<file path="src/rtl/core/rbd_pkg.sv">
// Shared types and constants of the record block decompressor.
// No dependencies; imported by every module of the core.
package rbd_pkg;

	// configuration register indexes
	localparam logic [1:0] CFG_RECORD_MODE        = 2'd0;
	localparam logic [1:0] CFG_RECORD_SIZE        = 2'd1;
	localparam logic [1:0] CFG_RECORDS_PER_BLOCK  = 2'd2;
	localparam logic [1:0] CFG_LAST_BLOCK_RECORDS = 2'd3;

	// record modes
	localparam logic [1:0] MODE_FIXED = 2'd0;
	localparam logic [1:0] MODE_PRINT = 2'd2;

	localparam logic [7:0] CH_BLANK     = 8'h20;
	localparam logic [7:0] CH_FORMFEED  = 8'h0c;
	localparam logic [7:0] CH_PAGE_CODE = 8'h80;
	localparam logic [7:0] CH_GRAPH_LO  = 8'h21;
	localparam logic [7:0] CH_GRAPH_HI  = 8'h7e;
	localparam logic [7:0] REP_MASK     = 8'h7f;

	// result queue
	localparam int RES_DEPTH = 4;
	localparam int RES_PTR_W = 2;
	localparam int RES_CNT_W = 3;
	localparam int MAX_RES   = 3;

	typedef enum logic [2:0] {
		PH_IDLE,
		PH_BHI,
		PH_BLO,
		PH_RHI,
		PH_RLO,
		PH_BODY,
		PH_FIX
	} phase_t;

	typedef enum logic [1:0] {
		CS_SCAN,
		CS_REP,
		CS_LIT
	} code_t;

	typedef struct packed {
		logic [7:0]  out_byte;
		logic [11:0] run_length;
		logic        end_of_record;
		logic        overflow;
	} res_t;

	// results of one item, packed from index 0
	typedef struct packed {
		logic [1:0]        n;
		res_t [MAX_RES-1:0] r;
	} res_bundle_t;

	function automatic logic [7:0] map_byte(input logic [7:0] b, input logic [1:0] mode);
		logic [7:0] m;
		m = b;
		if (mode == MODE_PRINT) begin
			if (b == CH_PAGE_CODE) begin
				m = CH_FORMFEED;
			end else if (!(b >= CH_GRAPH_LO && b <= CH_GRAPH_HI)) begin
				m = CH_BLANK;
			end
		end
		return m;
	endfunction

endpackage

</file>
<file path="src/rtl/core/rbd_decode.sv">
// Parser and run-length expander: state registers plus the per-item update.
// Depends on rbd_pkg; produces the results of one item as a res_bundle_t.
module rbd_decode #(
	parameter int BLOCK_BYTES     = 2048,
	parameter int RECORD_CAPACITY = 2048
) (
	input  logic               clk,
	input  logic               arst_n,
	input  logic               en,
	input  logic [7:0]         data_byte,
	input  logic               block_start,
	input  logic               final_block,
	input  logic [1:0]         record_mode,
	input  logic [11:0]        record_size,
	input  logic [11:0]        records_per_block,
	input  logic [11:0]        last_block_records,
	output rbd_pkg::res_bundle_t res
);
	import rbd_pkg::*;

	localparam int CAP_W = $clog2(RECORD_CAPACITY + 1);
	localparam int LW    = (CAP_W > 12) ? CAP_W : 12;
	localparam int PW    = $clog2(BLOCK_BYTES + 1);

	typedef struct packed {
		logic          v;
		res_t          r;
	} slot_t;

	typedef struct packed {
		logic [LW-1:0] rlo;
		logic [LW-1:0] pb;
		logic          ov;
		logic          vb;
		logic [11:0]   lenb;
		logic          vc;
		logic [7:0]    bytec;
		logic [11:0]   lenc;
	} pc_t;

	// one character run into the record: blank trimming and capacity clip
	function automatic pc_t put_char(input logic [LW-1:0] rlo, input logic [LW-1:0] pb,
		input logic ov, input logic [7:0] b, input logic [7:0] k_in, input logic capped,
		input logic [1:0] mode);
		pc_t p;
		logic [LW-1:0] k;
		logic [LW-1:0] room;
		p.rlo   = rlo;
		p.pb    = pb;
		p.ov    = ov;
		p.vb    = 1'b0;
		p.lenb  = '0;
		p.vc    = 1'b0;
		p.bytec = '0;
		p.lenc  = '0;
		k    = LW'(k_in);
		room = LW'(RECORD_CAPACITY) - rlo;
		if (capped) begin
			if (rlo >= LW'(RECORD_CAPACITY)) begin
				p.ov = 1'b1;
				k    = '0;
			end else if (k > room) begin
				k    = room;
				p.ov = 1'b1;
			end
		end
		if (k != '0) begin
			if (b == CH_BLANK) begin
				if (rlo == '0) begin
					// first character of a record is always sent
					p.vc    = 1'b1;
					p.bytec = map_byte(b, mode);
					p.lenc  = 12'd1;
					p.pb    = pb + k - LW'(1);
				end else begin
					p.pb = pb + k;
				end
			end else begin
				if (pb != '0) begin
					p.vb   = 1'b1;
					p.lenb = pb[11:0];
					p.pb   = '0;
				end
				p.vc    = 1'b1;
				p.bytec = map_byte(b, mode);
				p.lenc  = k[11:0];
			end
			p.rlo = rlo + k;
		end
		return p;
	endfunction

	function automatic res_t end_res(input logic ov);
		res_t r;
		r.out_byte      = '0;
		r.run_length    = '0;
		r.end_of_record = 1'b1;
		r.overflow      = ov;
		return r;
	endfunction

	phase_t         phase_q;
	logic [PW-1:0]  pos_q;
	logic [15:0]    blen_q;
	logic [15:0]    brem_q;
	code_t          cs_q;
	logic [7:0]     lit_q;
	logic [7:0]     rep_q;
	logic [LW-1:0]  rlo_q;
	logic [LW-1:0]  pb_q;
	logic [11:0]    ridx_q;
	logic [11:0]    bir_q;
	logic           ov_q;

	phase_t         ph;
	logic [PW-1:0]  pos;
	logic [15:0]    blen;
	logic [15:0]    brem;
	code_t          cs;
	logic [7:0]     lit;
	logic [7:0]     rep;
	logic [LW-1:0]  rlo;
	logic [LW-1:0]  pb;
	logic [11:0]    ridx;
	logic [11:0]    bir;
	logic           ov;
	slot_t [3:0]    slot;

	always_comb begin
		logic        adv;
		logic [11:0] rs;
		logic [15:0] h;
		pc_t         pc;
		ph   = phase_q;
		pos  = pos_q;
		blen = blen_q;
		brem = brem_q;
		cs   = cs_q;
		lit  = lit_q;
		rep  = rep_q;
		rlo  = rlo_q;
		pb   = pb_q;
		ridx = ridx_q;
		bir  = bir_q;
		ov   = ov_q;
		slot = '0;
		adv  = 1'b1;
		pc   = '0;
		h    = '0;
		rs   = (record_size == '0) ? 12'd1 : record_size;

		// slot 0: close of a record cut by an early block start
		if (block_start) begin
			if ((ph == PH_FIX && bir != '0) || ph == PH_BODY) begin
				slot[0].v = 1'b1;
				slot[0].r = end_res(ov);
			end
			rlo  = '0;
			pb   = '0;
			ov   = 1'b0;
			cs   = CS_SCAN;
			lit  = '0;
			rep  = '0;
			pos  = '0;
			blen = '0;
			brem = '0;
			ridx = '0;
			bir  = '0;
			ph   = (record_mode == MODE_FIXED) ? PH_FIX : PH_BHI;
		end

		// slots 1 and 2: blank run and character run; slot 3: record end
		unique case (ph)
			PH_IDLE: adv = 1'b0;
			PH_FIX: begin
				if (bir == '0 && !(ridx < records_per_block &&
						!(final_block && ridx >= last_block_records))) begin
					ph  = PH_IDLE;
					adv = 1'b0;
				end else begin
					pc = put_char(rlo, pb, ov, data_byte, 8'd1, 1'b0, record_mode);
					rlo = pc.rlo;
					pb  = pc.pb;
					ov  = pc.ov;
					slot[1] = '{v: pc.vb, r: '{CH_BLANK, pc.lenb, 1'b0, 1'b0}};
					slot[2] = '{v: pc.vc, r: '{pc.bytec, pc.lenc, 1'b0, 1'b0}};
					bir = bir + 12'd1;
					if (bir >= rs) begin
						slot[3].v = 1'b1;
						slot[3].r = end_res(ov);
						rlo  = '0;
						pb   = '0;
						ov   = 1'b0;
						cs   = CS_SCAN;
						lit  = '0;
						rep  = '0;
						ridx = ridx + 12'd1;
						bir  = '0;
					end
				end
			end
			PH_BHI: begin
				blen = {data_byte, 8'h00};
				ph   = PH_BLO;
			end
			PH_BLO: begin
				blen[7:0] = data_byte;
				ph        = PH_RHI;
			end
			PH_RHI: begin
				if (32'(pos) >= 32'(blen)) begin
					ph  = PH_IDLE;
					adv = 1'b0;
				end else begin
					brem = {data_byte, 8'h00};
					ph   = PH_RLO;
				end
			end
			PH_RLO: begin
				h   = brem | {8'h00, data_byte};
				rlo = '0;
				pb  = '0;
				ov  = 1'b0;
				cs  = CS_SCAN;
				lit = '0;
				rep = '0;
				if (h < 16'd2) begin
					// short header: empty record
					brem      = '0;
					slot[3].v = 1'b1;
					slot[3].r = end_res(1'b0);
					ph        = PH_RHI;
				end else begin
					brem = h - 16'd2;
					if (brem == '0) begin
						slot[3].v = 1'b1;
						slot[3].r = end_res(1'b0);
						ph        = PH_RHI;
					end else begin
						ph = PH_BODY;
					end
				end
			end
			PH_BODY: begin
				case (cs)
					CS_SCAN: begin
						if (data_byte[7]) begin
							rep = (data_byte & REP_MASK) + 8'd1;
							cs  = CS_REP;
						end else begin
							lit = data_byte + 8'd1;
							cs  = CS_LIT;
						end
					end
					CS_REP: begin
						pc = put_char(rlo, pb, ov, data_byte, rep, 1'b1, record_mode);
						cs = CS_SCAN;
					end
					default: begin
						pc = put_char(rlo, pb, ov, data_byte, 8'd1, 1'b1, record_mode);
						if (lit != '0) begin
							lit = lit - 8'd1;
						end
						if (lit == '0) begin
							cs = CS_SCAN;
						end
					end
				endcase
				if (cs_q != CS_SCAN || block_start) begin
					if (cs_q != CS_SCAN && !block_start) begin
						rlo = pc.rlo;
						pb  = pc.pb;
						ov  = pc.ov;
						slot[1] = '{v: pc.vb, r: '{CH_BLANK, pc.lenb, 1'b0, 1'b0}};
						slot[2] = '{v: pc.vc, r: '{pc.bytec, pc.lenc, 1'b0, 1'b0}};
					end
				end
				brem = brem - 16'd1;
				if (brem == '0) begin
					slot[3].v = 1'b1;
					slot[3].r = end_res(ov);
					rlo = '0;
					pb  = '0;
					ov  = 1'b0;
					cs  = CS_SCAN;
					lit = '0;
					rep = '0;
					ph  = PH_RHI;
				end
			end
			default: begin
				ph  = PH_IDLE;
				adv = 1'b0;
			end
		endcase

		if (adv) begin
			pos = pos + PW'(1);
			if (32'(pos) >= BLOCK_BYTES) begin
				if ((ph == PH_FIX && bir != '0) || ph == PH_BODY) begin
					slot[3].v = 1'b1;
					slot[3].r = end_res(ov);
				end
				rlo = '0;
				pb  = '0;
				ov  = 1'b0;
				cs  = CS_SCAN;
				lit = '0;
				rep = '0;
				ph  = PH_IDLE;
			end
		end
	end

	// pack the occupied slots in order
	always_comb begin
		res = '0;
		for (int i = 0; i < 4; i++) begin
			if (slot[i].v && res.n != 2'd3) begin
				res.r[res.n] = slot[i].r;
				res.n        = res.n + 2'd1;
			end
		end
	end

	always_ff @(posedge clk or negedge arst_n) begin
		if (!arst_n) begin
			phase_q <= PH_IDLE;
			pos_q   <= '0;
			blen_q  <= '0;
			brem_q  <= '0;
			cs_q    <= CS_SCAN;
			lit_q   <= '0;
			rep_q   <= '0;
			rlo_q   <= '0;
			pb_q    <= '0;
			ridx_q  <= '0;
			bir_q   <= '0;
			ov_q    <= 1'b0;
		end else if (en) begin
			phase_q <= ph;
			pos_q   <= pos;
			blen_q  <= blen;
			brem_q  <= brem;
			cs_q    <= cs;
			lit_q   <= lit;
			rep_q   <= rep;
			rlo_q   <= rlo;
			pb_q    <= pb;
			ridx_q  <= ridx;
			bir_q   <= bir;
			ov_q    <= ov;
		end
	end

endmodule

</file>
<file path="src/rtl/core/rbd_res_fifo.sv">
// Result queue: takes up to three results of one item per cycle, gives one.
// Depends on rbd_pkg for res_t, res_bundle_t and the queue sizes.
module rbd_res_fifo (
	input  logic                 clk,
	input  logic                 arst_n,
	input  logic                 push,
	input  rbd_pkg::res_bundle_t wr,
	output logic                 room,
	output logic                 out_valid,
	input  logic                 out_ready,
	output rbd_pkg::res_t        head
);
	import rbd_pkg::*;

	res_t [RES_DEPTH-1:0]   mem_q;
	logic [RES_PTR_W-1:0]   wr_ptr_q;
	logic [RES_PTR_W-1:0]   rd_ptr_q;
	logic [RES_CNT_W-1:0]   count_q;
	logic [RES_PTR_W-1:0]   wa [MAX_RES];
	logic [RES_CNT_W-1:0]   n_push;
	logic                   pop;

	assign room      = count_q <= RES_CNT_W'(RES_DEPTH - MAX_RES);
	assign out_valid = count_q != '0;
	assign head      = mem_q[rd_ptr_q];
	assign pop       = out_valid && out_ready;
	assign n_push    = push ? RES_CNT_W'(wr.n) : '0;

	always_comb begin
		for (int i = 0; i < MAX_RES; i++) begin
			wa[i] = wr_ptr_q + RES_PTR_W'(i);
		end
	end

	always_ff @(posedge clk) begin
		for (int i = 0; i < MAX_RES; i++) begin
			if (push && RES_CNT_W'(i) < n_push) begin
				mem_q[wa[i]] <= wr.r[i];
			end
		end
	end

	always_ff @(posedge clk or negedge arst_n) begin
		if (!arst_n) begin
			wr_ptr_q <= '0;
			rd_ptr_q <= '0;
			count_q  <= '0;
		end else begin
			wr_ptr_q <= wr_ptr_q + n_push[RES_PTR_W-1:0];
			if (pop) begin
				rd_ptr_q <= rd_ptr_q + RES_PTR_W'(1);
			end
			count_q <= count_q + n_push - RES_CNT_W'(pop);
		end
	end

endmodule

</file>
<file path="src/rtl/core/record_block_decompressor_core.sv">
// Top level of the record block decompressor: configuration registers,
// input register and wiring of rbd_decode and rbd_res_fifo (uses rbd_pkg).
//
// Block bytes enter one per cycle, while in_ready is high, through an input
// register; the parser and run-length expander update their counters in the
// same cycle and write the zero to three results of the byte into a
// four-entry result queue. A byte is taken from the input register whenever
// at most one result waits in the queue. The output side drains one result
// per cycle while out_ready is high, so a stream that gives one result per
// byte runs at one byte per cycle. No clearing pass after reset.
module record_block_decompressor_core #(
	parameter int BLOCK_BYTES     = 2048,
	parameter int RECORD_CAPACITY = 2048
) (
	input  logic        clk,
	input  logic        arst_n,
	input  logic        in_valid,
	output logic        in_ready,
	input  logic [7:0]  data_byte,
	input  logic        block_start,
	input  logic        final_block,
	output logic        out_valid,
	input  logic        out_ready,
	output logic [7:0]  out_byte,
	output logic [11:0] run_length,
	output logic        end_of_record,
	output logic        overflow,
	input  logic        cfg_valid,
	output logic        cfg_ready,
	input  logic [1:0]  cfg_index,
	input  logic [11:0] cfg_data
);
	import rbd_pkg::*;

	logic [1:0]  record_mode_q;
	logic [11:0] record_size_q;
	logic [11:0] records_per_block_q;
	logic [11:0] last_block_records_q;

	logic        valid_s1;
	logic [7:0]  byte_s1;
	logic        bs_s1;
	logic        fb_s1;
	logic        fire_s1;
	logic        room;
	res_bundle_t res;
	res_t        head;

	assign cfg_ready = 1'b1;
	assign fire_s1   = valid_s1 && room;
	assign in_ready  = !valid_s1 || fire_s1;

	always_ff @(posedge clk or negedge arst_n) begin
		if (!arst_n) begin
			record_mode_q        <= MODE_FIXED;
			record_size_q        <= 12'd80;
			records_per_block_q  <= 12'd25;
			last_block_records_q <= 12'd0;
		end else if (cfg_valid) begin
			unique case (cfg_index)
				CFG_RECORD_MODE:        record_mode_q        <= cfg_data[1:0];
				CFG_RECORD_SIZE:        record_size_q        <= cfg_data;
				CFG_RECORDS_PER_BLOCK:  records_per_block_q  <= cfg_data;
				CFG_LAST_BLOCK_RECORDS: last_block_records_q <= cfg_data;
				default: ;
			endcase
		end
	end

	always_ff @(posedge clk or negedge arst_n) begin
		if (!arst_n) begin
			valid_s1 <= 1'b0;
		end else if (in_ready) begin
			valid_s1 <= in_valid;
		end
	end

	always_ff @(posedge clk) begin
		if (in_valid && in_ready) begin
			byte_s1 <= data_byte;
			bs_s1   <= block_start;
			fb_s1   <= final_block;
		end
	end

	rbd_decode #(
		.BLOCK_BYTES    (BLOCK_BYTES),
		.RECORD_CAPACITY(RECORD_CAPACITY)
	) u_decode (
		.clk               (clk),
		.arst_n            (arst_n),
		.en                (fire_s1),
		.data_byte         (byte_s1),
		.block_start       (bs_s1),
		.final_block       (fb_s1),
		.record_mode       (record_mode_q),
		.record_size       (record_size_q),
		.records_per_block (records_per_block_q),
		.last_block_records(last_block_records_q),
		.res               (res)
	);

	rbd_res_fifo u_res_fifo (
		.clk      (clk),
		.arst_n   (arst_n),
		.push     (fire_s1),
		.wr       (res),
		.room     (room),
		.out_valid(out_valid),
		.out_ready(out_ready),
		.head     (head)
	);

	assign out_byte      = head.out_byte;
	assign run_length    = head.run_length;
	assign end_of_record = head.end_of_record;
	assign overflow      = head.overflow;

endmodule
</file>
<file path="config.mk">
export PLATFORM = sky130hd
export DESIGN_NAME = record_block_decompressor_core
export DESIGN_NICKNAME = d
export VERILOG_FILES = /design/src/rtl/core/rbd_pkg.sv /design/src/rtl/core/rbd_decode.sv /design/src/rtl/core/rbd_res_fifo.sv /design/src/rtl/core/record_block_decompressor_core.sv
export SDC_FILE = /design/constraint.sdc
export NUM_CORES = 1
export LEC_CHECK = 0
export BUFFER_PORTS_ARGS = -buffer_cell sky130_fd_sc_hd__buf_2
export CORE_ASPECT_RATIO = 0.5
export CORE_MARGIN = 10
export CORE_UTILIZATION = 45
export CTS_CLUSTER_DIAMETER = 100
export DETAILED_ROUTE_END_ITERATION = 10
export RECOVER_POWER = 25
export REMOVE_ABC_BUFFERS = 1
export SYNTH_ARGS = -nofsm -noshare
export SYNTH_HDL_FRONTEND = slang
export SYNTH_HIERARCHICAL = 1
export SYNTH_SLANG_ARGS = --single-unit
</file>
<file path="constraint.sdc">
create_clock -name clk -period 17 [get_ports clk]
set_clock_uncertainty 0.15 [all_clocks]
set_input_delay 0.85 -clock clk [delete_from_list [all_inputs] [get_ports clk]]
set_output_delay 0.85 -clock clk [all_outputs]
set_load 0.005 [all_outputs]
</file>
==> metrics, run 1 <==
result of the run finished with violations; failing checks max-capacitance violations, max-slew violations; synthesized area per cell 7.83 um2; worst min path class primary input to register; most numerous cell types in the synthesized netlist 317 x nor2_1, 295 x nand2_1, 155 x dfrtp_1; count of different cell masters after synthesis 99; worst slew pin tran 5070 ps; antenna violations before repair 0; Total Die Area 0.0589 mm2; area leader, netlist dfrtp_1; Iteration-0 DRC Markers 2445; portion of the clock cycle consumed by the worst path in the final layout 0.649; Lkg Pwr 9.55 nW; placed instance count 3388; share of post-route cells with drive strength above 1 0.0929; clock tree root buffer cell clkbuf_16; Post-DP Area 0.0227 mm2; ys async rst share 0.620; Top Ports 54; Setup crit start kind register; via count of the first global-routing pass 20500; Final Power 3.11 mW; critical path start-end classification register to register; HPWL Detailed 52700 um; number of flip-flops and latches in the synthesized netlist 258; CTS Buf Count 27; number of flops mapped to enable cells by yosys 10; Final min period 11030 ps; number of buffers inserted by post-CTS setup repair 0; Via-to-Cell Ratio 6.34; count of hold buffers inserted by post-cts repair 0; post-DR wirelength/cell 22.3 um; Setup Total Neg Slack 0 ps; Resize count post-CTS 0; fin cells 3438; DRC violation count after routing 0; maximum number of pins on one net before global-route repair 99; slowest cell on the critical path nand3_1; number of max-slew violations in the final report 84; Routed Antenna Nets 0; H-Tree Level Count 1; P per Cell Area 132 mW/mm2; Max stage delay on crit path 1010 ps; standard-cell row count 57; clock-pin slew of the registers on the worst-case setup and hold paths 70 ps; most used routing layer in global routing met2; Peak supply drop 0.0000831 V; number of endpoints with negative hold slack in the final report 0; Yosys warnings 6; CP Max Fanout 98; setup repair after global routing missed its margin false; fraction of met2 tracks used by global routing 0.377; most common cell in the netlist nor2_1; Final setup viols 0; most used cell along the critical path ha_1; Critical Path RT 17280 ps; met3 demand-to-capacity share in global routing 0.0538; max frequency 0.0907 GHz; CTS tree done; growth of design area from synthesis to finish 6.68%; CTS Sinks 258; Pre-antenna DRT Iters 6; later-pin clock latency in the skew report 590 ps; diodes inserted 0; Netlist Area Pre-Place 0.0221 mm2; part of the Yosys area used for sequential elements 0.275; GR Util met1 0.353; Maximum Capacitance Violations 1; Arrival @ worst endpoint 11310 ps; Die Span Y 177 um; kind of capture point of the worst setup path register; maximum clock insertion buffer count 3; Starting Density 0.456; port buffer count 52; Post-Synthesis Cells 2823; wire length of the first global-routing pass 120000 um; top-area cell type share of the netlist area 0.176; finished layout cell area 0.0236 mm2; worst slew slack as a fraction of its limit -2.38; count of nets after finishing 2920; Die X-Extent 333 um; most used flip-flop cell after synthesis dfrtp_1; Final Routed Wirelength 76600 um; GRT Residual Overflow 0; core area 0.0485 mm2; via count 21800; overall track demand over capacity in global routing 0.249; placer congestion estimate 0.925; fill count 4806; top cells by area in the synthesized netlist dfrtp_1 18%, dfxtp_1 8.0%, ha_1 6.7%
path summary, 6_finish.rpt:
check | from | endpoint | slack (ps) | cells after the start
min | final_block | fb_s1 | 290 | 1
min reg2reg | u_res_fifo/rd_ptr_q[1] | u_res_fifo/rd_ptr_q[1] | 330 | 1
max in group asynchronous | arst_n | u_decode/bir_q[8] | 11820 | 2
max | bs_s1 | u_res_fifo/mem_q[71] | 5970 | 30
min in group asynchronous | arst_n | u_decode/pos_q[4] | 1950 | 1
max reg2reg | bs_s1 | u_res_fifo/mem_q[71] | 5970 | 30
worst max-delay path, delay by kind of cell (launching register included):
| kind | cells | cell delay, ps |
|---|---|---|
| AOI/OAI and AO/OA | 11 | 4130 |
| and+or+nand+nor | 10 | 3840 |
| adders and majority gates | 4 | 1250 |
| buffers and inverters | 3 | 460 |
| DFF | 1 | 410 |
| xor gates and xnor gates | 1 | 380 |
| muxes | 1 | 160 |
layer usage:
metal  wire [um]  share of wire
met5           0              0
met2       32300           0.42
met4        1970          0.026
met3        8330           0.11
met1       34000           0.44
flip-flops by register name (all words and copies together) (netlist names), 12 cells and up:
signal	cells
u_decode/pos_q	12
u_decode/rlo_q	12
u_decode/bir_q	12
u_decode/blen_q	16
records_per_block_q	12
u_decode/ridx_q	12
u_res_fifo/mem_q	88
record_size_q	12
last_block_records_q	12
u_decode/pb_q	12
u_decode/brem_q	16
metrics by stage:
stage                     setup WS (ps)  utilization  hold slack, ps
after floorplan                    4030            -             292
after global placement             6960        0.468             311
after detailed placement           6480        0.468             318
after CTS                          6440        0.486             211
after global routing               5490        0.486             267
final                              5970        0.486             286
kinds of logic (layout without fill, tap and decap cells):
| kind of cell | count (synthesis) | in the layout | share of synthesized area |
|---|---|---|---|
| xor gates and xnor gates | 131 | 131 | 0.0519 |
| AOI/OAI and AO/OA | 813 | 813 | 0.248 |
| buffers and inverters | 323 | 254 | 0.0608 |
| DFF | 258 | 258 | 0.275 |
| other | 2 | 37 | 0.000340 |
| and+or+nand+nor | 1067 | 1067 | 0.229 |
| adders and majority gates | 135 | 135 | 0.0772 |
| muxes | 94 | 94 | 0.0578 |
report_power, final:
part           switching [mW]  total [mW]  internal [mW]  leakage (nW)
sequential              0.178       0.964          0.786          2.88
combinational           0.944        1.54          0.594          6.24
clock                   0.284       0.609          0.325         0.431
total                    1.40        3.11           1.71          9.55
final cells by class:
cell class / count / area, um2 / share of cell area
Timing Repair Buffer: 90 / 554 / 0.0235
Multi-Input combinational cell: 2277 / 14800 / 0.630
Sequential cell: 258 / 6070 / 0.258
Tap cell: 649 / 812 / 0.0345
Inverter: 114 / 428 / 0.0182
Clock buffer: 36 / 739 / 0.0314
Clock inverter: 14 / 124 / 0.00526
layout by cell type, fill, tap and decap left out, drive strengths merged, types with 87 or more instances in the layout:
cell type	count
dfxtp	88
dfrtp	155
o22ai	119
nor3	99
inv	116
nor2	318
ha	118
o21ai	148
buf	87
nand2	296
a21oi	153
(Power assumes the default switching activity.)
==> run 2, diff against run 1 <==
==> constraint.sdc (replaced) <==
create_clock -name clk -period 9.13 [get_ports clk]
set_clock_uncertainty 0.15 [all_clocks]
set_input_delay 0.4565 -clock clk [delete_from_list [all_inputs] [get_ports clk]]
set_output_delay 0.4565 -clock clk [all_outputs]
set_load 0.005 [all_outputs]
==> run 2 against run 1 <==
Combinational power up 90%. First-iteration DRC count grew 15%. Worst hold slack got worse by 270 ps. Die area did not move. Power grew 88%. Largest cell class unchanged. The run still ends with max-capacitance violations, max-slew violations left. Final area up 1.5%. Global-route usage increased by 0.30 points. Count of clock-buffer cells in the layout up 5. Sequential share of layout area fell by 0.37 points.
==> metrics, run 2 (synthesis results as in run 1) <==
count of nets after finishing 2953 (+1.1%); Peak supply drop 0.000159 V (+92%); port buffer count 52 (unchanged); Starting Density 0.456 (unchanged); Pre-antenna DRT Iters 6 (unchanged); placer congestion estimate 0.949 (+2.6%); worst slew slack as a fraction of its limit -2.71 (-0.335); GRT Residual Overflow 0 (unchanged); CP Max Fanout 33 (-66%); standard-cell row count 57 (unchanged); core area 0.0485 mm2 (unchanged); placed instance count 3401 (+0.38%); clock-pin slew of the registers on the worst-case setup and hold paths 70 ps (about the same); kind of capture point of the worst setup path register; maximum clock insertion buffer count 3 (unchanged); Routed Antenna Nets 0 (unchanged); DRC violation count after routing 0 (unchanged); fin cells 3471 (+0.96%); Final setup viols 0 (unchanged); worst slew pin tran 5570 ps (+502 ps); clock tree root buffer cell clkbuf_16; Iteration-0 DRC Markers 2821 (+15%); growth of design area from synthesis to finish 8.25%; Lkg Pwr 9.72 nW (+1.8%); antenna violations before repair 1 (+1); Die Span Y 177 um (unchanged); CTS Sinks 258 (unchanged); later-pin clock latency in the skew report 600 ps (about the same); flip-flop count of the largest register after layout 88 (unchanged); CTS Buf Count 27 (unchanged); Die X-Extent 333 um (unchanged); Arrival @ worst endpoint 8790 ps (-2520 ps); Top Ports 54 (unchanged); max frequency 0.119 GHz (+31%); via count 22300 (+2.3%); via count of the first global-routing pass 21000 (+2.6%); number of endpoints with negative hold slack in the final report 0 (unchanged); Total Die Area 0.0589 mm2 (unchanged); H-Tree Level Count 1 (unchanged); Max stage delay on crit path 640 ps (-370 ps); slowest cell on the critical path nor2_1; worst min path class primary input to register; most common cell after layout, fill and taps aside nor2_1; sequential cell area in the final layout 0.00607 mm2 (unchanged); setup repair after global routing missed its margin false; most used cell along the critical path buf_4; CTS tree done; top library cells by usage in the layout, fill and taps aside 315 x nor2_1, 292 x nand2_1, 155 x dfrtp_1, 152 x a21oi_1, 134 x o21ai_0; Util after Layout 0.493 (+0.00715); HPWL Detailed 53400 um (+1.2%); number of max-slew violations in the final report 92 (+9.5%); critical path start-end classification register to register; result of the run finished with violations; wire length of the first global-routing pass 121000 um (+1.3%); multi-input gate area in the final layout 0.0149 mm2 (+0.42%); Final min period 8430 ps (-2590 ps); share of post-route cells with drive strength above 1 0.0982 (+0.00533); Setup crit start kind register; maximum number of pins on one net before global-route repair 139 (+40%); post-DR wirelength/cell 22.5 um (+1.1%); fill count 4699 (-2.2%); Final Routed Wirelength 78200 um (+2.1%); Via-to-Cell Ratio 6.42 (+1.3%); overall track demand over capacity in global routing 0.253 (+0.00305); P per Cell Area 244 mW/mm2 (+85%); Critical Path RT 9490 ps (-7790 ps); failing checks max-capacitance violations, max-slew violations; portion of the clock cycle consumed by the worst path in the final layout 0.923 (+0.275); Maximum Capacitance Violations 1 (unchanged)
run 2: final timing paths:
path | depth (start not counted) | slack, ps | endpoint | startpoint
min | 2 | 20 | record_size_q[5] | cfg_data[5]
min in group asynchronous | 2 | 2310 | u_decode/pos_q[3] | arst_n
max in group asynchronous | 2 | 3350 | u_decode/rlo_q[9] | arst_n
max | 34 | 700 | u_res_fifo/mem_q[65] | u_decode/rlo_q[1]
min reg2reg | 2 | 340 | u_decode/rep_q[7] | u_decode/rep_q[7]
max reg2reg | 34 | 700 | u_res_fifo/mem_q[65] | u_decode/rlo_q[1]
run 2: worst max-delay path, delay by kind of cell, from the launching register on:
kind	cells	cell delay [ps]
compound gates	10	1910
fa+ha+maj	4	1090
buf+inv	7	1410
mux	2	580
simple gates	11	2670
flops	1	460
run 2: metrics by stage:
| step | area [um2] | TNS, ps | total power, mW | setup slack [ps] | hold WS, ps |
|---|---|---|---|---|---|
| 6_report | 23900 | 0 | 5.84 | 699 | 18.4 |
| 2_1_floorplan | 21300 | -349210 | 3.66 | -3840 | 10.9 |
| 3_3_place_gp | 22800 | 0 | 4.57 | 516 | 316 |
| 3_5_place_dp | 22800 | 0 | 4.60 | 179 | 329 |
| 5_1_grt | 23900 | 0 | 6.18 | 72.2 | 11.5 |
| 4_1_cts | 23800 | 0 | 5.75 | 99.7 | 1.49 |
run 2: area by class of cell:
class	instances	share of cell area
Inverter	114	0.0179
Antenna cell	1	0.000105
Timing Repair Buffer	121	0.0348
Multi-Input combinational cell	2279	0.623
Clock inverter	8	0.00277
Sequential cell	258	0.254
Tap cell	649	0.0340
Clock buffer	41	0.0335
run 2: routing by layer:
| layer | GRT usage | wire length, um | vias up |
|---|---|---|---|
| met4 | 0.0630 | 1900 | 0 |
| met1 | 0.358 | 34600 | 10700 |
| li1 | - | - | 10200 |
| met3 | 0.0565 | 8840 | 150 |
| met5 | 0 | 0 | - |
| met2 | 0.383 | 32800 | 1239 |
run 2: repair_timing:
item                                    CTS  global route
hold endpoints to repair                115             0
setup buffers                             0             0
hold buffers                             18             0
endpoints found under the setup margin    0            89
resized for setup                         0            14
run 2: power breakdown:
part / switching (mW) / leakage (nW) / internal [mW]
registers: 0.310 / 2.88 / 1.46
clock network: 0.517 / 0.428 / 0.611
logic: 1.81 / 6.42 / 1.12
total: 2.64 / 9.72 / 3.20
